--- config.mk ---
export PLATFORM = sky130hd
export DESIGN_NAME = bbsp_ctrl
export DESIGN_NICKNAME = d
export VERILOG_FILES = /design/src/sv/bbsp_pkg.sv /design/src/sv/bbsp_ctrl.sv
export SDC_FILE = /design/constraint.sdc
export NUM_CORES = 1
export LEC_CHECK = 0
export BUFFER_PORTS_ARGS = -buffer_cell sky130_fd_sc_hd__buf_4
export CORE_AREA = 2 2 39 41
export DETAILED_ROUTE_END_ITERATION = 8
export DIE_AREA = 0 0 41 43
export GPL_TIMING_DRIVEN = 0
export HOLD_SLACK_MARGIN = 0.08
export SETUP_SLACK_MARGIN = 0.5
export SKIP_LAST_GASP = 1
export SYNTH_ARGS = -nofsm -noshare
export SYNTH_HDL_FRONTEND = slang
export SYNTH_SLANG_ARGS = --single-unit
--- constraint.sdc ---
create_clock -name clk -period 1.2 [get_ports clk]
set_clock_uncertainty 0.1 [all_clocks]
set_input_delay 0.18 -clock clk [delete_from_list [all_inputs] [get_ports clk]]
set_output_delay 0.18 -clock clk [all_outputs]
set_load 0.05 [all_outputs]
--- src/sv/bbsp_pkg.sv ---
// Package: shared types, constants and state encodings for the path search.
package bbsp_pkg;

  localparam int unsigned MaxCitiesDef  = 16;
  localparam int unsigned WeightBitsDef = 16;
  localparam int unsigned DistBits      = 24;
  localparam int unsigned CityBits      = 4;
  localparam int unsigned CountBits     = 5;
  localparam int unsigned EdgeBits      = 16;
  localparam int unsigned CfgAddrBits   = 2;
  localparam int unsigned CfgDataBits   = 24;

  typedef enum logic [1:0] {
    CFG_CITY_COUNT    = 2'd0,
    CFG_ORIGIN_CITY   = 2'd1,
    CFG_SHORTEST_EDGE = 2'd2,
    CFG_INITIAL_BOUND = 2'd3
  } cfg_reg_t;

  typedef enum logic [3:0] {
    ST_IDLE,
    ST_INIT,
    ST_FETCH,
    ST_WAIT,
    ST_EVAL,
    ST_LEAF,
    ST_UP,
    ST_EMIT,
    ST_EMPTY
  } state_t;

  // Commands from controller to datapath
  typedef struct packed {
    logic load_wr;
    logic init;
    logic eval;
    logic leaf;
    logic up;
    logic emit_clr;
    logic emit_step;
    logic out_load;
    logic out_empty;
  } ctrl_cmd_t;

  // Status from datapath to controller
  typedef struct packed {
    logic at_leaf;
    logic exhausted;
    logic at_root;
    logic emit_done;
    logic found;
  } ctrl_stat_t;

endpackage

--- src/sv/bbsp_ctrl.sv ---
// Controller: sequences loads, the search loop and result emission.
module bbsp_ctrl (
  input  logic                 clk,
  input  logic                 rst,
  input  logic                 in_valid,
  input  logic                 in_mode,
  output logic                 in_ready,
  input  logic                 out_busy,
  output bbsp_pkg::ctrl_cmd_t  cmd,
  input  bbsp_pkg::ctrl_stat_t stat
);
  import bbsp_pkg::*;

  state_t state, state_next;

  always_ff @(posedge clk) begin
    if (rst) begin
      state <= ST_IDLE;
    end else begin
      state <= state_next;
    end
  end

  // Next state
  always_comb begin
    state_next = state;
    unique case (state)
      ST_IDLE:  if (in_valid && in_mode) state_next = ST_INIT;
      ST_INIT:  state_next = ST_FETCH;
      ST_FETCH: begin
        if (stat.at_leaf) state_next = ST_LEAF;
        else if (stat.exhausted) state_next = ST_UP;
        else state_next = ST_WAIT;
      end
      ST_WAIT:  state_next = ST_EVAL;
      ST_EVAL:  state_next = ST_FETCH;
      ST_LEAF:  state_next = ST_UP;
      ST_UP: begin
        if (!stat.at_root) state_next = ST_FETCH;
        else if (stat.found) state_next = ST_EMIT;
        else state_next = ST_EMPTY;
      end
      ST_EMIT:  if (!out_busy && stat.emit_done) state_next = ST_IDLE;
      ST_EMPTY: if (!out_busy) state_next = ST_IDLE;
      default:  state_next = ST_IDLE;
    endcase
  end

  // Outputs
  always_comb begin
    cmd      = '0;
    in_ready = 1'b0;
    unique case (state)
      ST_IDLE: begin
        in_ready     = 1'b1;
        cmd.load_wr  = in_valid && !in_mode;
        cmd.init     = in_valid && in_mode;
      end
      ST_INIT:  cmd.emit_clr = 1'b1;
      ST_FETCH: ;
      ST_WAIT:  ;
      ST_EVAL:  cmd.eval = 1'b1;
      ST_LEAF:  cmd.leaf = 1'b1;
      ST_UP:    cmd.up = !stat.at_root;
      ST_EMIT: begin
        cmd.out_load  = !out_busy;
        cmd.emit_step = !out_busy;
      end
      ST_EMPTY: begin
        cmd.out_load  = !out_busy;
        cmd.out_empty = 1'b1;
      end
      default: ;
    endcase
  end
endmodule

== After elaboration in Yosys (flattened, before gate mapping) ==
Index checks and enable logic that the tools add are counted.
Cells by class
  equal/unequal tests: 11
  mux-type cells: 17
  reductions and logical operators: 10
Operators with widths (count)
  $pmux 4 s8: 1
  $mux 4: 5
  $eq 4x3->1 const B: 4
  $eq 4x2->1 const B: 2
  $mux 1: 8
  $mux 3: 2
  $ne 2x2->1 const B: 3
  $eq 4x1->1 const B: 1
  $eq 4x4->1 const B: 1
  $logic_not 4->1: 1
  $reduce_or 2->1: 2
  $logic_and 1x1->1: 3
  $logic_not 1->1: 3
  $reduce_and 3->1: 1
  $mux 2: 1
Storage, ports and cells
  bits in registers: 4
  output and inout port bits: 10
  logic and storage cells: 39

== Depth between registers and ports, before layout ==
  depth after elaboration: 4
  mapped depth: 4
  depth with buffers taken out: 3

== Worst setup path after synthesis ==
No wires, ideal clock.
  kind: reg2out
  start point: register state[1]
  end point: output port cmd[1] (netlist bit)
  data arrival time: 2.366 ns
  data required time: 0.920 ns
  path slack: -1.446 ns
  cell stages (with the launch flop): 5
  cells stage by stage: dfxtp_1 -> buf_2 -> nor4b_2 -> inv_1 -> a21oi_1
RTL lines
  start: declaration: RTL line bbsp_ctrl.sv:14  | state_t state, state_next;
  start signal: assignment: RTL line bbsp_ctrl.sv:20  | state <= state_next;
  end: declaration: RTL line bbsp_ctrl.sv:9  | output bbsp_pkg::ctrl_cmd_t cmd,

==> out/qor.csv <==
metric,value,unit
outcome,"finished, violations left",
failing checks,negative setup slack,
Die X,41,um
# DRC,0,
worst stage delay on the critical path,0.34,ns
Global Route Usage Sum,0.1847,
Tcrit/Tclk final,1.406,
clock-pin slew on the worst setup and hold paths,0.04,ns
Final Hold Vio Count,0,
FF/Latch Area,87.58,um^2
post-synthesis adder-cell area fraction,0,
Seq cells post-synth,4,
CTS Buf Count,3,
Rel. slew slack,0.7721,
Int Pwr,0.7346,mW
vias in the first global route,521,
vias post-DR,537,
Area Overhead vs Synth,161.0,%
initial DRC count,8,
H-tree levels,1,
Worst-Margin Slew,0.3412,ns
RSZ-0062 raised after global routing,true,
final max-slew violation count,0,
Peak VDD IR,0.0006923,V
die height,43,um
Post-DRT Antenna Nets,0,
n_diodes,0,
Synth Area in Compound Gates,0.2678,
Rows,14,
Critical Path Source Type,flop,
simple-gate share of the synthesized area,0.3831,
root buffer selected by CTS,clkbuf_4,
Largest Register,state,
Max Freq,0.5929,GHz
Syn Area/Cell,8.024,um^2
CP Max Fanout,5,
yosys warns,0,
share of layout cells above drive strength 1,0.7912,
setup ws final,-0.4867,ns
effective utilization at floorplan,0.2667,
PortBufs,19,
final WL,1598,um
Via-to-Cell Ratio,5.019,
Mapped Cells,46,
first-pass GRT wire length,2270,um
placed wire-length estimate,799,um
global placer's final weighted congestion,0.7292,
Post-Syn Area,369.1,um^2
Max Cap Viol,0,
"Seq/Total Area, Yosys",0.2169,
Post-Layout Inst Area,963.4,um^2
buffers plus inverters on the worst setup path,2,
"Data arrival, critical path",1.41,ns
initial antenna violation count,0,
Clock Power Share,0.131,
Worst path most repeated cell,buf_6,
Largest regs,state (4),
Multi-input gate area,359.1,um^2
post-synthesis mux area share,0,
Worst path slowest cell,dfxtp_2,
xor-xnor portion of the synthesized cell area,0,
Largest register FFs,4,
nets@finish,103,
largest net degree at the start of global routing,9,
drt pass-1 iters,4,
Synth cell types,28,
Post-Syn Nets,56,
critical-path cell list,buf_6 > nor4_4 > nand2_1 > nor2_4 > buf_6,
Area after DPL,624.3,um^2
clock sink count,4,
CTS max path bufs,2,
Top Ports,20,
DIE AREA,0.001763,mm^2
Leak,0.4042,nW
Routed WL per cell,14.93,um
CP Capture Type,output pin,
"Largest delay share family, worst path",simple AND/OR/NAND/NOR gates,
kind of critical path,reg2out,
CTS tree,yes,
final cell count without fillers,107,
Switching Share,0.4293,
post-route setup TNS,-4.962,ns
Worst Path Required,0.92,ns
final setup vio count,14,
placed cell count,81,
Pwr Density,1336,mW/mm^2
Filler Cell Count,97,
Logic pwr share,0.710,
total gr overflow,0,
Final min period,1.687,ns
hold crit path type,in2reg,
main combinational cell family by area after synthesis,simple AND/OR/NAND/NOR gates,
core area,0.001384,mm^2
Clock Latency Late Sink,0.23,ns
NetSw,0.5526,mW
sequential power share,0.160,
cell type report:
cell class                 count  area share
timing repair buffer          42      0.4182
clock buffer                   3     0.02338
tap                           16     0.02078
buffer                         4     0.04675
inverter                       6     0.02727
multi-input combinational     32      0.3727
sequential                     4     0.09091
power groups by stage:
| stage | Clock, mW | Combinational [mW] | Sequential (mW) |
|---|---|---|---|
| 3_5_place_dp | 0 | 0.603 | 0.199 |
| 6_report | 0.168 | 0.914 | 0.205 |
| 2_1_floorplan | 0 | 0.465 | 0.192 |
| 4_1_cts | 0.165 | 0.821 | 0.202 |
| 5_1_grt | 0.179 | 0.966 | 0.206 |
| 3_3_place_gp | 0 | 0.605 | 0.200 |
path summary, 6_finish.rpt:
kind	from	end	slack [ns]	cells past startpoint
max	state[2]	cmd[8]	-0.49	5
min	rst	state[3]	0.05	2
max reg2reg	state[3]	state[2]	-0.36	5
min reg2reg	state[2]	state[2]	0.56	2
synthesized netlist by cell type:
| cell | count | share of area |
|---|---|---|
| inv_1 | 6 | 0.061 |
| dfxtp_1 | 4 | 0.22 |
| nor2_1 | 4 | 0.041 |
| buf_2 | 3 | 0.041 |
| a32oi_1 | 2 | 0.047 |
| nand3_1 | 2 | 0.027 |
| nor3_1 | 2 | 0.027 |
| nor4b_1 | 2 | 0.047 |
| o21ai_0 | 2 | 0.027 |
| a2111oi_0 | 1 | 0.024 |
| a21o_1 | 1 | 0.020 |
| a21oi_1 | 1 | 0.014 |
| a311o_1 | 1 | 0.027 |
| a31oi_1 | 1 | 0.017 |
| a41oi_2 | 1 | 0.044 |
| and2_1 | 1 | 0.017 |
| and3_1 | 1 | 0.017 |
| and4bb_2 | 1 | 0.034 |
| buf_6 | 1 | 0.031 |
| nand2_1 | 1 | 0.010 |
| nand3b_1 | 1 | 0.020 |
| nand4b_1 | 1 | 0.024 |
| nor2b_1 | 1 | 0.017 |
| nor4_2 | 1 | 0.034 |
| nor4b_2 | 1 | 0.041 |
| o311ai_1 | 1 | 0.024 |
| o32ai_1 | 1 | 0.024 |
| or4b_1 | 1 | 0.027 |
placed cells by master (no fill, tap or decap), types with 2 or more instances in the layout:
| master | netlist | routed |
|---|---|---|
| buf_4 | 0 | 23 |
| inv_1 | 6 | 5 |
| o21ai_0 | 2 | 2 |
| nor2_4 | 0 | 3 |
| buf_6 | 1 | 16 |
| nor4b_4 | 0 | 2 |
| clkbuf_4 | 0 | 3 |
| buf_8 | 0 | 6 |
| a32oi_2 | 0 | 2 |
| dfxtp_2 | 0 | 3 |
layer usage:
metal  vias up  share of wire  GRT usage  wire length (um)
met5         -              0          0                 0
met4         0          0.011    0.04000                18
met3         2          0.034    0.01571                55
met2        18           0.54     0.3094               856
met1       249           0.42     0.2444               668
li1        268              -          -                 -
worst reg2reg max path, cell delays in order, from the launching register on:
cell and delay (ns):
dfxtp_2 0.31, buf_6 0.13, buf_6 0.12, buf_4 0.13, or4b_1 0.52, a41oi_2 0.17
stage by stage:
stage | hold slack (ns) | total power, mW | util | setup slack (ns)
global placement | 0.2836 | 0.8054 | 0.4512 | -0.3726
global route | 0.06029 | 1.351 | 0.6962 | -0.5652
detailed placement | 0.2829 | 0.8020 | 0.4512 | -0.3552
CTS | 0.04546 | 1.188 | 0.6212 | -0.4554
finish | 0.05390 | 1.287 | 0.6962 | -0.4867
floorplan | 0.1420 | 0.6569 | - | -0.7958
cell families after synthesis:
| logic type | Yosys count |
|---|---|
| AND/OR/NAND/NOR | 20 |
| flip-flops | 4 |
| AO/OA/AOI/OAI | 12 |
| buffers and inverters | 10 |
timing repair:
item | in CTS | in global routing
pin swaps | 11 | 11
resized for setup | 27 | 10
gates cloned | 1 | 0
hold endpoints to repair | 3 | 3
buffers inserted | 15 | 7
setup endpoints to repair | 14 | 14
Note: power is estimated with default switching activity, not from simulation.
